`src/hw/rtl/integer_to_ascii_formatter_core_assert.svh`:
```
// Assertion macros for the formatter RTL.
// Each macro expects signals named clk and rst_n in the enclosing module.
`ifndef INTEGER_TO_ASCII_FORMATTER_CORE_ASSERT_SVH
`define INTEGER_TO_ASCII_FORMATTER_CORE_ASSERT_SVH

// Same-cycle implication.
`define I2A_ASSERT_IMP(lbl, ante, cons) \
    lbl: assert property (@(posedge clk) disable iff (!rst_n) (ante) |-> (cons)) \
        else $error("formatter assertion failed");

// Next-cycle implication.
`define I2A_ASSERT_NXT(lbl, ante, cons) \
    lbl: assert property (@(posedge clk) disable iff (!rst_n) (ante) |=> (cons)) \
        else $error("formatter assertion failed");

`endif

```
`src/hw/rtl/i2a_pkg.sv`:
```
`timescale 1ns / 1ps
`default_nettype none

package i2a_pkg;

    // Field widths of the request and character channels.
    localparam int VALUE_W  = 64;
    localparam int TYPE_W   = 3;
    localparam int FLAGS_W  = 5;
    localparam int FWIDTH_W = 7;
    localparam int CHAR_W   = 8;

    // Flag bit positions.
    localparam int FLG_LEFT  = 0;
    localparam int FLG_PLUS  = 1;
    localparam int FLG_SPACE = 2;
    localparam int FLG_ZERO  = 3;
    localparam int FLG_ALT   = 4;

    // Binary to BCD conversion: bits consumed per cycle and cycle count.
    localparam int DD_BITS     = 2;
    localparam int CONV_CYCLES = VALUE_W / DD_BITS;
    localparam int CONV_CNT_W  = $clog2(CONV_CYCLES + 1);

    // Digit counts of the power-of-two radixes.
    localparam int OCT_DIGITS = (VALUE_W + 2) / 3;
    localparam int HEX_DIGITS = VALUE_W / 4;

    // ASCII codes.
    localparam logic [CHAR_W-1:0] CH_SPACE   = 8'h20;
    localparam logic [CHAR_W-1:0] CH_PLUS    = 8'h2B;
    localparam logic [CHAR_W-1:0] CH_MINUS   = 8'h2D;
    localparam logic [CHAR_W-1:0] CH_ZERO    = 8'h30;
    localparam logic [CHAR_W-1:0] CH_UPPER_A = 8'h41;
    localparam logic [CHAR_W-1:0] CH_UPPER_X = 8'h58;
    localparam logic [CHAR_W-1:0] CH_LOWER_A = 8'h61;
    localparam logic [CHAR_W-1:0] CH_LOWER_X = 8'h78;

    // Conversion types.
    typedef enum logic [TYPE_W-1:0] {
        CT_SDEC = 3'd0,
        CT_UDEC = 3'd1,
        CT_OCT  = 3'd2,
        CT_HEXL = 3'd3,
        CT_HEXU = 3'd4
    } conv_t;

    // Controller states.
    typedef enum logic [1:0] {
        ST_IDLE,
        ST_CONVERT,
        ST_SCAN,
        ST_EMIT
    } state_t;

    // Commands from the controller to the datapath.
    typedef struct packed {
        logic load;
        logic conv_step;
        logic scan_dec;
        logic setup;
        logic rd_emit;
        logic emit;
    } cmd_t;

    // Status from the datapath to the controller.
    typedef struct packed {
        logic is_dec;
        logic conv_done;
        logic scan_hit;
        logic out_free;
        logic emit_last;
    } status_t;

    // ASCII character of one digit.
    function automatic logic [CHAR_W-1:0] digit_char(input logic [3:0] d, input logic upper);
        logic [CHAR_W-1:0] c;
        if (d < 4'd10) begin
            c = CH_ZERO + {4'd0, d};
        end else if (upper) begin
            c = CH_UPPER_A + {4'd0, d - 4'd10};
        end else begin
            c = CH_LOWER_A + {4'd0, d - 4'd10};
        end
        return c;
    endfunction

endpackage

`default_nettype wire

```
`src/hw/rtl/i2a_req_if.sv`:
```
`timescale 1ns / 1ps
`default_nettype none

interface i2a_req_if;
    import i2a_pkg::*;

    logic                valid;
    logic                ready;
    logic [TYPE_W-1:0]   req_type;
    logic [VALUE_W-1:0]  value;
    logic [FLAGS_W-1:0]  flags;
    logic [FWIDTH_W-1:0] width;

    modport source (output valid, req_type, value, flags, width, input ready);
    modport sink   (input valid, req_type, value, flags, width, output ready);
endinterface

`default_nettype wire

```
`src/hw/rtl/i2a_chr_if.sv`:
```
`timescale 1ns / 1ps
`default_nettype none

interface i2a_chr_if;
    import i2a_pkg::*;

    logic              valid;
    logic              ready;
    logic [CHAR_W-1:0] char_out;
    logic              last;

    modport source (output valid, char_out, last, input ready);
    modport sink   (input valid, char_out, last, output ready);
endinterface

`default_nettype wire

```
`src/hw/rtl/i2a_ctrl.sv`:
```
`timescale 1ns / 1ps
`default_nettype none
`include "integer_to_ascii_formatter_core_assert.svh"

module i2a_ctrl (
    input  logic            clk,
    input  logic            rst_n,
    input  logic            in_valid,
    output logic            in_ready,
    input  i2a_pkg::status_t st,
    output i2a_pkg::cmd_t   cmd
);
    import i2a_pkg::*;

    state_t state_reg;
    state_t state_next;

    // State register.
    always_ff @(posedge clk or negedge rst_n)
    begin
        if (!rst_n)
        begin
            state_reg <= ST_IDLE;
        end
        else
        begin
            state_reg <= state_next;
        end
    end

    // Next state and commands.
    always_comb
    begin
        state_next = state_reg;
        cmd        = '0;
        in_ready   = 1'b0;
        case (state_reg)
            ST_IDLE:
            begin
                in_ready = 1'b1;
                if (in_valid)
                begin
                    cmd.load   = 1'b1;
                    state_next = ST_CONVERT;
                end
            end
            ST_CONVERT:
            begin
                // Only decimal needs the BCD conversion pass.
                if (st.is_dec && !st.conv_done)
                begin
                    cmd.conv_step = 1'b1;
                end
                else
                begin
                    state_next = ST_SCAN;
                end
            end
            ST_SCAN:
            begin
                // Walk down from the top digit to the first nonzero one.
                if (st.scan_hit)
                begin
                    cmd.setup  = 1'b1;
                    state_next = ST_EMIT;
                end
                else
                begin
                    cmd.scan_dec = 1'b1;
                end
            end
            ST_EMIT:
            begin
                cmd.rd_emit = 1'b1;
                if (st.out_free)
                begin
                    cmd.emit = 1'b1;
                    if (st.emit_last)
                    begin
                        state_next = ST_IDLE;
                    end
                end
            end
            default:
            begin
                state_next = ST_IDLE;
            end
        endcase
    end

    // Checks on the sequencing.
    `I2A_ASSERT_IMP(a_conv_only_dec, cmd.conv_step, st.is_dec)
    `I2A_ASSERT_NXT(a_last_to_idle, cmd.emit && st.emit_last, state_reg == ST_IDLE)
    `I2A_ASSERT_NXT(a_setup_to_emit, cmd.setup, state_reg == ST_EMIT)
    `I2A_ASSERT_IMP(a_emit_needs_room, cmd.emit, st.out_free && !in_ready)

endmodule

`default_nettype wire

```
`src/hw/rtl/i2a_dpath.sv`:
```
`timescale 1ns / 1ps
`default_nettype none

module i2a_dpath #(
    parameter int MAX_WIDTH   = 64,
    parameter int DIGIT_SLOTS = 24
) (
    input  logic                          clk,
    input  logic                          rst_n,
    input  i2a_pkg::cmd_t                 cmd,
    output i2a_pkg::status_t              st,
    input  logic [i2a_pkg::TYPE_W-1:0]    req_type,
    input  logic [i2a_pkg::VALUE_W-1:0]   value,
    input  logic [i2a_pkg::FLAGS_W-1:0]   flags,
    input  logic [i2a_pkg::FWIDTH_W-1:0]  width,
    output logic                          out_valid,
    input  logic                          out_ready,
    output logic [i2a_pkg::CHAR_W-1:0]    char_out,
    output logic                          last
);
    import i2a_pkg::*;

    localparam int IDX_W = $clog2(DIGIT_SLOTS);
    localparam int POS_W = $clog2(MAX_WIDTH + 1);

    // Item registers.
    logic [VALUE_W-1:0]    bin_reg;
    logic [3:0]            dig_reg [DIGIT_SLOTS];
    logic [CONV_CNT_W-1:0] conv_cnt_reg;
    logic [IDX_W-1:0]      len_idx_reg;
    logic                  dec_reg;
    logic                  upper_reg;
    logic                  left_reg;
    logic                  zero_reg;
    logic [CHAR_W-1:0]     pre0_reg;
    logic [CHAR_W-1:0]     pre1_reg;
    logic [1:0]            prelen_reg;
    logic [POS_W-1:0]      width_sat_reg;
    logic [POS_W-1:0]      pad_reg;
    logic [POS_W-1:0]      flen_reg;
    logic [POS_W-1:0]      dtop_reg;
    logic [POS_W-1:0]      pz_end_reg;
    logic [POS_W-1:0]      pos_reg;
    logic [CHAR_W-1:0]     out_char_reg;
    logic                  out_last_reg;
    logic                  out_valid_reg;
    logic                  out_valid_next;

    // Load-time decode.
    conv_t                 ct;
    logic                  neg;
    logic [VALUE_W-1:0]    mag;
    logic [VALUE_W+1:0]    ext;
    logic                  nz;
    logic                  left_f;
    logic [CHAR_W-1:0]     pre0_ld;
    logic [CHAR_W-1:0]     pre1_ld;
    logic [1:0]            prelen_ld;
    logic [3:0]            ld_dig [DIGIT_SLOTS];

    // Conversion step.
    logic [VALUE_W-1:0]    dd_bin;
    logic [3:0]            dd_dig [DIGIT_SLOTS];

    // Field layout and character select.
    logic [POS_W-1:0]      len_w;
    logic [POS_W-1:0]      total_w;
    logic [POS_W-1:0]      pad_w;
    logic [POS_W-1:0]      flen_w;
    logic [POS_W-1:0]      dtop_w;
    logic [IDX_W-1:0]      rd_idx;
    logic [3:0]            rd_dig;
    logic                  pre_sel;
    logic [CHAR_W-1:0]     pre_char;
    logic [CHAR_W-1:0]     sel_char;
    logic                  emit_last;

    // Decode of the request.
    assign ct     = (req_type > CT_HEXU) ? CT_UDEC : conv_t'(req_type);
    assign neg    = (ct == CT_SDEC) && value[VALUE_W-1];
    assign mag    = neg ? (VALUE_W'(0) - value) : value;
    assign ext    = {2'b00, mag};
    assign nz     = (value != '0);
    assign left_f = flags[FLG_LEFT];

    // Sign or radix prefix.
    always_comb
    begin
        pre0_ld   = CH_ZERO;
        pre1_ld   = CH_LOWER_X;
        prelen_ld = 2'd0;
        case (ct)
            CT_SDEC:
            begin
                if (neg)
                begin
                    pre0_ld   = CH_MINUS;
                    prelen_ld = 2'd1;
                end
                else if (flags[FLG_PLUS])
                begin
                    pre0_ld   = CH_PLUS;
                    prelen_ld = 2'd1;
                end
                else if (flags[FLG_SPACE])
                begin
                    pre0_ld   = CH_SPACE;
                    prelen_ld = 2'd1;
                end
            end
            CT_OCT:
            begin
                if (flags[FLG_ALT] && nz)
                begin
                    prelen_ld = 2'd1;
                end
            end
            CT_HEXL, CT_HEXU:
            begin
                if (ct == CT_HEXU)
                begin
                    pre1_ld = CH_UPPER_X;
                end
                if (flags[FLG_ALT] && nz)
                begin
                    prelen_ld = 2'd2;
                end
            end
            default:
            begin
                prelen_ld = 2'd0;
            end
        endcase
    end

    // Octal and hex digits are bit slices; decimal digits start cleared.
    for (genvar gi = 0; gi < DIGIT_SLOTS; gi++)
    begin : g_ld
        logic [3:0] oct_d;
        logic [3:0] hex_d;
        if (gi < OCT_DIGITS)
        begin : g_oct
            assign oct_d = {1'b0, ext[3*gi +: 3]};
        end
        else
        begin : g_oct_none
            assign oct_d = 4'd0;
        end
        if (gi < HEX_DIGITS)
        begin : g_hex
            assign hex_d = mag[4*gi +: 4];
        end
        else
        begin : g_hex_none
            assign hex_d = 4'd0;
        end
        assign ld_dig[gi] = (ct == CT_OCT) ? oct_d :
                            ((ct == CT_HEXL) || (ct == CT_HEXU)) ? hex_d : 4'd0;
    end

    // Shift-and-add-3 conversion, DD_BITS binary bits per cycle.
    always_comb
    begin
        dd_bin = bin_reg;
        dd_dig = dig_reg;
        for (int s = 0; s < DD_BITS; s++)
        begin
            for (int i = 0; i < DIGIT_SLOTS; i++)
            begin
                if (dd_dig[i] >= 4'd5)
                begin
                    dd_dig[i] = dd_dig[i] + 4'd3;
                end
            end
            for (int i = DIGIT_SLOTS - 1; i > 0; i--)
            begin
                dd_dig[i] = {dd_dig[i][2:0], dd_dig[i-1][3]};
            end
            dd_dig[0] = {dd_dig[0][2:0], dd_bin[VALUE_W-1]};
            dd_bin    = {dd_bin[VALUE_W-2:0], 1'b0};
        end
    end

    // One shared read port on the digit register.
    assign rd_idx = cmd.rd_emit ? IDX_W'(dtop_reg - pos_reg) : len_idx_reg;
    assign rd_dig = dig_reg[rd_idx];

    // Field layout once the digit count is known.
    assign len_w   = POS_W'(len_idx_reg) + POS_W'(1);
    assign total_w = len_w + POS_W'(prelen_reg);
    assign pad_w   = (width_sat_reg > total_w) ? (width_sat_reg - total_w) : '0;
    assign flen_w  = (width_sat_reg > total_w) ? width_sat_reg : total_w;
    assign dtop_w  = (left_reg ? total_w : flen_w) - POS_W'(1);

    // Character at the current field position.
    always_comb
    begin
        pre_sel = (left_reg || zero_reg) ? pos_reg[0] : (pos_reg - pad_reg) >= POS_W'(1);
        pre_char = pre_sel ? pre1_reg : pre0_reg;
        sel_char = digit_char(rd_dig, upper_reg);
        if (left_reg)
        begin
            if (pos_reg < POS_W'(prelen_reg))
            begin
                sel_char = pre_char;
            end
            else if (pos_reg > dtop_reg)
            begin
                sel_char = CH_SPACE;
            end
        end
        else if (zero_reg)
        begin
            if (pos_reg < POS_W'(prelen_reg))
            begin
                sel_char = pre_char;
            end
            else if (pos_reg < pz_end_reg)
            begin
                sel_char = CH_ZERO;
            end
        end
        else
        begin
            if (pos_reg < pad_reg)
            begin
                sel_char = CH_SPACE;
            end
            else if (pos_reg < pz_end_reg)
            begin
                sel_char = pre_char;
            end
        end
    end

    assign emit_last = (pos_reg == (flen_reg - POS_W'(1)));

    // Item registers.
    always_ff @(posedge clk)
    begin
        if (cmd.load)
        begin
            bin_reg       <= mag;
            dig_reg       <= ld_dig;
            conv_cnt_reg  <= '0;
            len_idx_reg   <= IDX_W'(DIGIT_SLOTS - 1);
            dec_reg       <= (ct == CT_SDEC) || (ct == CT_UDEC);
            upper_reg     <= (ct == CT_HEXU);
            left_reg      <= left_f;
            zero_reg      <= flags[FLG_ZERO] && !left_f;
            pre0_reg      <= pre0_ld;
            pre1_reg      <= pre1_ld;
            prelen_reg    <= prelen_ld;
            width_sat_reg <= (width > FWIDTH_W'(MAX_WIDTH)) ? POS_W'(MAX_WIDTH) : POS_W'(width);
        end
        if (cmd.conv_step)
        begin
            bin_reg      <= dd_bin;
            dig_reg      <= dd_dig;
            conv_cnt_reg <= conv_cnt_reg + CONV_CNT_W'(1);
        end
        if (cmd.scan_dec)
        begin
            len_idx_reg <= len_idx_reg - IDX_W'(1);
        end
        if (cmd.setup)
        begin
            pad_reg    <= pad_w;
            flen_reg   <= flen_w;
            dtop_reg   <= dtop_w;
            pz_end_reg <= POS_W'(prelen_reg) + pad_w;
            pos_reg    <= '0;
        end
        if (cmd.emit)
        begin
            out_char_reg <= sel_char;
            out_last_reg <= emit_last;
            pos_reg      <= pos_reg + POS_W'(1);
        end
    end

    // Output register valid: set by a new character, cleared by a transfer.
    always_comb
    begin
        out_valid_next = out_valid_reg;
        if (cmd.emit)
        begin
            out_valid_next = 1'b1;
        end
        else if (out_ready)
        begin
            out_valid_next = 1'b0;
        end
    end

    always_ff @(posedge clk or negedge rst_n)
    begin
        if (!rst_n)
        begin
            out_valid_reg <= 1'b0;
        end
        else
        begin
            out_valid_reg <= out_valid_next;
        end
    end

    // Status and outputs.
    assign st.is_dec    = dec_reg;
    assign st.conv_done = (conv_cnt_reg == CONV_CNT_W'(CONV_CYCLES));
    assign st.scan_hit  = (rd_dig != 4'd0) || (len_idx_reg == '0);
    assign st.out_free  = !out_valid_reg || out_ready;
    assign st.emit_last = emit_last;

    assign out_valid = out_valid_reg;
    assign char_out  = out_char_reg;
    assign last      = out_last_reg;

endmodule

`default_nettype wire

```
`src/hw/rtl/integer_to_ascii_formatter_core.sv`:
```
// Sequence: the request is loaded, then decimal types run the BCD conversion (other types skip
// it), then the digits are scanned down to the first nonzero one, then the characters enter the output register.
// Throughput: one character per cycle while the sink is ready; the next request is taken
// in the cycle after the last character enters the output register.
// Reset: rst_n is asynchronous, active low; it idles the controller and empties the output.
`timescale 1ns / 1ps
`default_nettype none

module integer_to_ascii_formatter_core #(
    parameter int MAX_WIDTH   = 64,
    parameter int DIGIT_SLOTS = 24
) (
    input  logic      clk,
    input  logic      rst_n,
    i2a_req_if.sink   req,
    i2a_chr_if.source txt
);
    import i2a_pkg::*;

    cmd_t    cmd;
    status_t st;

    // Sequencer.
    i2a_ctrl u_ctrl (
        .clk      (clk),
        .rst_n    (rst_n),
        .in_valid (req.valid),
        .in_ready (req.ready),
        .st       (st),
        .cmd      (cmd)
    );

    // Conversion and field assembly.
    i2a_dpath #(
        .MAX_WIDTH   (MAX_WIDTH),
        .DIGIT_SLOTS (DIGIT_SLOTS)
    ) u_dpath (
        .clk       (clk),
        .rst_n     (rst_n),
        .cmd       (cmd),
        .st        (st),
        .req_type  (req.req_type),
        .value     (req.value),
        .flags     (req.flags),
        .width     (req.width),
        .out_valid (txt.valid),
        .out_ready (txt.ready),
        .char_out  (txt.char_out),
        .last      (txt.last)
    );

endmodule

`default_nettype wire

```
`src/flat_wrapper.sv`:
```
// flat-port wrapper written by rule: the top's interface ports become plain ports
module integer_to_ascii_formatter_core_flat import i2a_pkg::*;
#(
    parameter int MAX_WIDTH   = 64,
    parameter int DIGIT_SLOTS = 24
)
  (clk, rst_n, req_valid, req_req_type, req_value, req_flags, req_width, req_ready, txt_valid, txt_char_out, txt_last, txt_ready);
  i2a_req_if req_i ();
  i2a_chr_if txt_i ();
  input  logic clk;
  input  logic rst_n;
  input wire logic [$bits(req_i.valid)-1:0] req_valid;
  input wire logic [$bits(req_i.req_type)-1:0] req_req_type;
  input wire logic [$bits(req_i.value)-1:0] req_value;
  input wire logic [$bits(req_i.flags)-1:0] req_flags;
  input wire logic [$bits(req_i.width)-1:0] req_width;
  output wire logic [$bits(req_i.ready)-1:0] req_ready;
  output wire logic [$bits(txt_i.valid)-1:0] txt_valid;
  output wire logic [$bits(txt_i.char_out)-1:0] txt_char_out;
  output wire logic [$bits(txt_i.last)-1:0] txt_last;
  input wire logic [$bits(txt_i.ready)-1:0] txt_ready;
  assign req_i.valid = req_valid;
  assign req_i.req_type = req_req_type;
  assign req_i.value = req_value;
  assign req_i.flags = req_flags;
  assign req_i.width = req_width;
  assign req_ready = req_i.ready;
  assign txt_valid = txt_i.valid;
  assign txt_char_out = txt_i.char_out;
  assign txt_last = txt_i.last;
  assign txt_i.ready = txt_ready;
  integer_to_ascii_formatter_core #(.MAX_WIDTH(MAX_WIDTH), .DIGIT_SLOTS(DIGIT_SLOTS)) u_core (.clk(clk), .rst_n(rst_n), .req(req_i), .txt(txt_i));
endmodule
```
`config.mk`:
```
export PLATFORM = sky130hd
export DESIGN_NAME = integer_to_ascii_formatter_core_flat
export DESIGN_NICKNAME = d
export VERILOG_FILES = /design/src/hw/rtl/i2a_pkg.sv /design/src/hw/rtl/i2a_req_if.sv /design/src/hw/rtl/i2a_chr_if.sv /design/src/hw/rtl/i2a_ctrl.sv /design/src/hw/rtl/i2a_dpath.sv /design/src/hw/rtl/integer_to_ascii_formatter_core.sv /design/src/flat_wrapper.sv
export VERILOG_INCLUDE_DIRS = /design/src /design/src/hw/rtl
export SDC_FILE = /design/constraint.sdc
export NUM_CORES = 1
export LEC_CHECK = 0
export BUFFER_PORTS_ARGS = -buffer_cell sky130_fd_sc_hd__buf_4
export CORE_MARGIN = 2
export CORE_UTILIZATION = 40
export CTS_BUF_LIST = sky130_fd_sc_hd__clkbuf_4
export DETAILED_ROUTE_END_ITERATION = 7
export PLACE_DENSITY_LB_ADDON = 0.1
export SYNTH_ARGS = -nofsm -noshare
export SYNTH_HDL_FRONTEND = slang
export SYNTH_SLANG_ARGS = --single-unit
```
`constraint.sdc`:
```
create_clock -name clk -period 6.85 [get_ports clk]
set_clock_uncertainty 0.15 [all_clocks]
set_input_delay 0.3425 -clock clk [delete_from_list [all_inputs] [get_ports clk]]
set_output_delay 0.3425 -clock clk [all_outputs]
set_load 0.02 [all_outputs]
```
==> metrics.txt <==
worst hold start req_flags[0]; Tot GR Track Use 0.236; Slew Limit Fails 0; critical path's top delay family compound AO/OA/AOI/OAI gates; die width 219 um; first-pass GRT wire length between 80000 and 90000 um; Core Region between 40000 and 50000 um2; Clock Path Buffers 3; H-tree levels 3; GPL Wtd Cong slightly below 0.9; CTS tree done; Port Buf Inserts just over 90; Clk pwr share 0.123; WL/cell ~20 um; multi-input logic area roughly 11000 um2; final WL 55900 um; Reg2Reg Launch Point u_core.u_dpath.pos_reg[0]$_SDFFCE_PN0P_; sequential share of the synthesized area 0.379; Int Pwr between 5 and 6 mW; Max Fanout on Critical Path 25; CP endpoint kind flop; std cell rows 78; total power between 10 and 15 mW; Initial Utilization 0.407; maxcap violations 0; RSZ-0062 raised after global routing no; Post-synth ARST share 0.0128; Clk pin slew, worst setup/hold paths 60 ps; Reg power frac 0.278; crit path DAT 5790 ps; Nets between 2k and 2.5k; status complete, no violations; Finish-stage setup viols 0; Critical Path RT 7160 ps; initial antenna violation count 6; Slew headroom 0.239; Logic pwr share 0.599; latest clock arrival within the worst-skew pair 820 ps; Worst path max stage delay ~550 ps; syn_nets about 2.2k; die height 219 um; area grow syn2layout 17.1%; Filler cells 4336; Worst Slack Setup Final 1370 ps; I/O pin count 94; switching power 5.12 mW; clock root cell clkbuf_4; crit share post-route 0.800; synthesized area per cell approximately 9.4 um2; post-route antenna net violation count 0; most frequent cells in the layout 230 x edfxtp_1, 164 x nand2_1, 163 x inv_1; DR vias ~16k; commonest non-fill, non-tap cell in the layout edfxtp_1; vias in the first global route between 15k and 20k; HP Class in2reg; share of post-route cells with drive strength above 1 0.113; largest net degree at the start of global routing ~170; Netlist Area Pre-Place 18500 um2; Fin. Hold Viols 0; crit path from u_core.u_dpath.pos_reg[0]$_SDFFCE_PN0P_; slowest CP cell a21o_1; pre-CTS WS 1380 ps; f_max between 150 and 200 MHz; postcts setup bufs 0; FF/Latch Area about 7000 um2; VDD IR-drop max ~0.46 mV; flops & latches, synth roughly 240; Cell Chain, Critical Path ha_1 > fa_1 > xnor2_2 > a21o_1 > buf_4 > nand2_1 > a311oi_1 > a311oi_1 > o32ai_2 > inv_1 > ha_1 > nand2_1 > or3_1 > and2_1 > or2_1; die outline area roughly 48000 um2; EDFF count, synth 230; Netlist cell types 83; Initial DRT Pass Iterations 5; vias per cell approximately 5.5; Power per Cell Area 506 nW/um2; GRT Residual Overflow 0; CTS Sinks between 200 and 250; sw frac 0.465; worst slew pin tran around 1100 ps; synthesized instance count 1975; post-route setup TNS 0 ps; DRC 0; hold buffers post-CTS 100; critical path buffer and inverter count 2; post-place instance area a little under 20000 um2; start-to-end type of the worst setup path reg2reg; max reg flops 96; Detailed Place HPWL between 40000 and 50000 um; CTS Buf Count between 70 and 80; Initial DRC Count around 1k; Leak roughly 8.6 nW; Top FF cell, synth edfxtp_1; post-route cell area 21700 um2; Yosys warnings 0; min cycle time layout roughly 5500 ps; Post-CTS Resized 0; Startpoint Class flop
-- cell type report --
type	instances	share of cell area
antenna	3	0.000346
clock buffer	96	0.0332
clock inverter	21	0.00513
inverter	165	0.0285
multi-input combinational	1508	0.491
sequential	235	0.323
tap	600	0.0346
timing repair buffer	208	0.0840
-- cell families after synthesis --
| logic type | Yosys count | synth area share |
|---|---|---|
| XOR/XNOR | 160 | 0.0780 |
| adder cells (fa/ha/maj) | 150 | 0.103 |
| AO/OA/AOI/OAI | 526 | 0.180 |
| flip-flops | 235 | 0.379 |
| multiplexers | 90 | 0.0509 |
| buffers and inverters | 232 | 0.0489 |
| other | 1 | 0.000202 |
| AND/OR/NAND/NOR | 581 | 0.160 |
-- path summary, 6_finish.rpt --
kind                                                            to  slack [ps]  cells after the start
setup reg to reg           u_core.u_dpath.pos_reg[4]$_SDFFCE_PN0P_        1370                     15
hold / removal                   u_core.u_dpath.left_reg$_DFFE_PP_         140                      2
min in group asynchronous     u_core.u_dpath.out_valid$_DFFE_PN0P_         290                      3
hold reg to reg               u_core.u_dpath.bin_reg[56]$_DFFE_PP_         350                      2
setup / recovery           u_core.u_dpath.pos_reg[4]$_SDFFCE_PN0P_        1370                     15
max in group asynchronous   u_core.u_ctrl.state_reg[0]$_DFFE_PN0P_        6100                      3
-- synthesized netlist by cell type (all sizes together) (12+ instances only) --
cell / n / area, um2
a211oi: 21 / 168
a21boi: 13 / 97.6
a21oi: 155 / 780
buf: 18 / 104
clkbuf: 49 / 184
edfxtp: 230 / 6910
ha: 144 / 1800
inv: 163 / 612
mux2: 12 / 139
mux2i: 76 / 761
nand2: 165 / 619
nand2b: 69 / 432
nand3: 27 / 135
nor2: 123 / 469
nor2b: 34 / 220
nor3: 40 / 216
nor3b: 47 / 353
o211ai: 14 / 105
o21a: 16 / 120
o21ai: 146 / 731
o221ai: 27 / 236
o22ai: 35 / 219
o31ai: 12 / 100
o41ai: 13 / 133
xnor2: 102 / 908
xor2: 56 / 490
-- worst reg2reg max path, cell delays in order, from the launching register on --
cell,delay (ps)
edfxtp_1,520
ha_1,280
fa_1,490
xnor2_2,360
a21o_1,550
buf_4,430
nand2_1,120
a311oi_1,300
a311oi_1,110
o32ai_2,370
inv_1,160
ha_1,210
nand2_1,70
or3_1,120
and2_1,550
or2_1,380
-- layer usage --
layer / share of wire / vias to the layer above / wire, um / track usage
li1: - / 7663 / - / -
met1: 0.47 / 7606 / 26500 / 0.324
met2: 0.45 / 380 / 25300 / 0.375
met3: 0.050 / 82 / 2820 / 0.0450
met4: 0.023 / 0 / 1290 / 0.0700
met5: 0 / - / 0 / 0
-- metrics by stage --
step / utilization / instances / hold slack (ps)
global placement: 0.436 / 2616 / -14.4
global route: 0.476 / 2836 / 84.8
detailed placement: 0.436 / 2616 / -11.9
finish: 0.476 / 2836 / 141
CTS: 0.476 / 2833 / 67.1
floorplan: - / 1975 / -103
-- power by group through the flow --
stage / Combinational (mW) / Clock (mW) / Sequential [mW]
after floorplan: 5.02 / 0 / 2.93
after global placement: 6.31 / 0 / 3.08
after detailed placement: 6.45 / 0 / 3.08
after CTS: 6.57 / 1.39 / 3.06
after global routing: 7.40 / 1.46 / 3.13
final: 6.59 / 1.35 / 3.06
No activity file was read; power rests on OpenSTA's default activity.
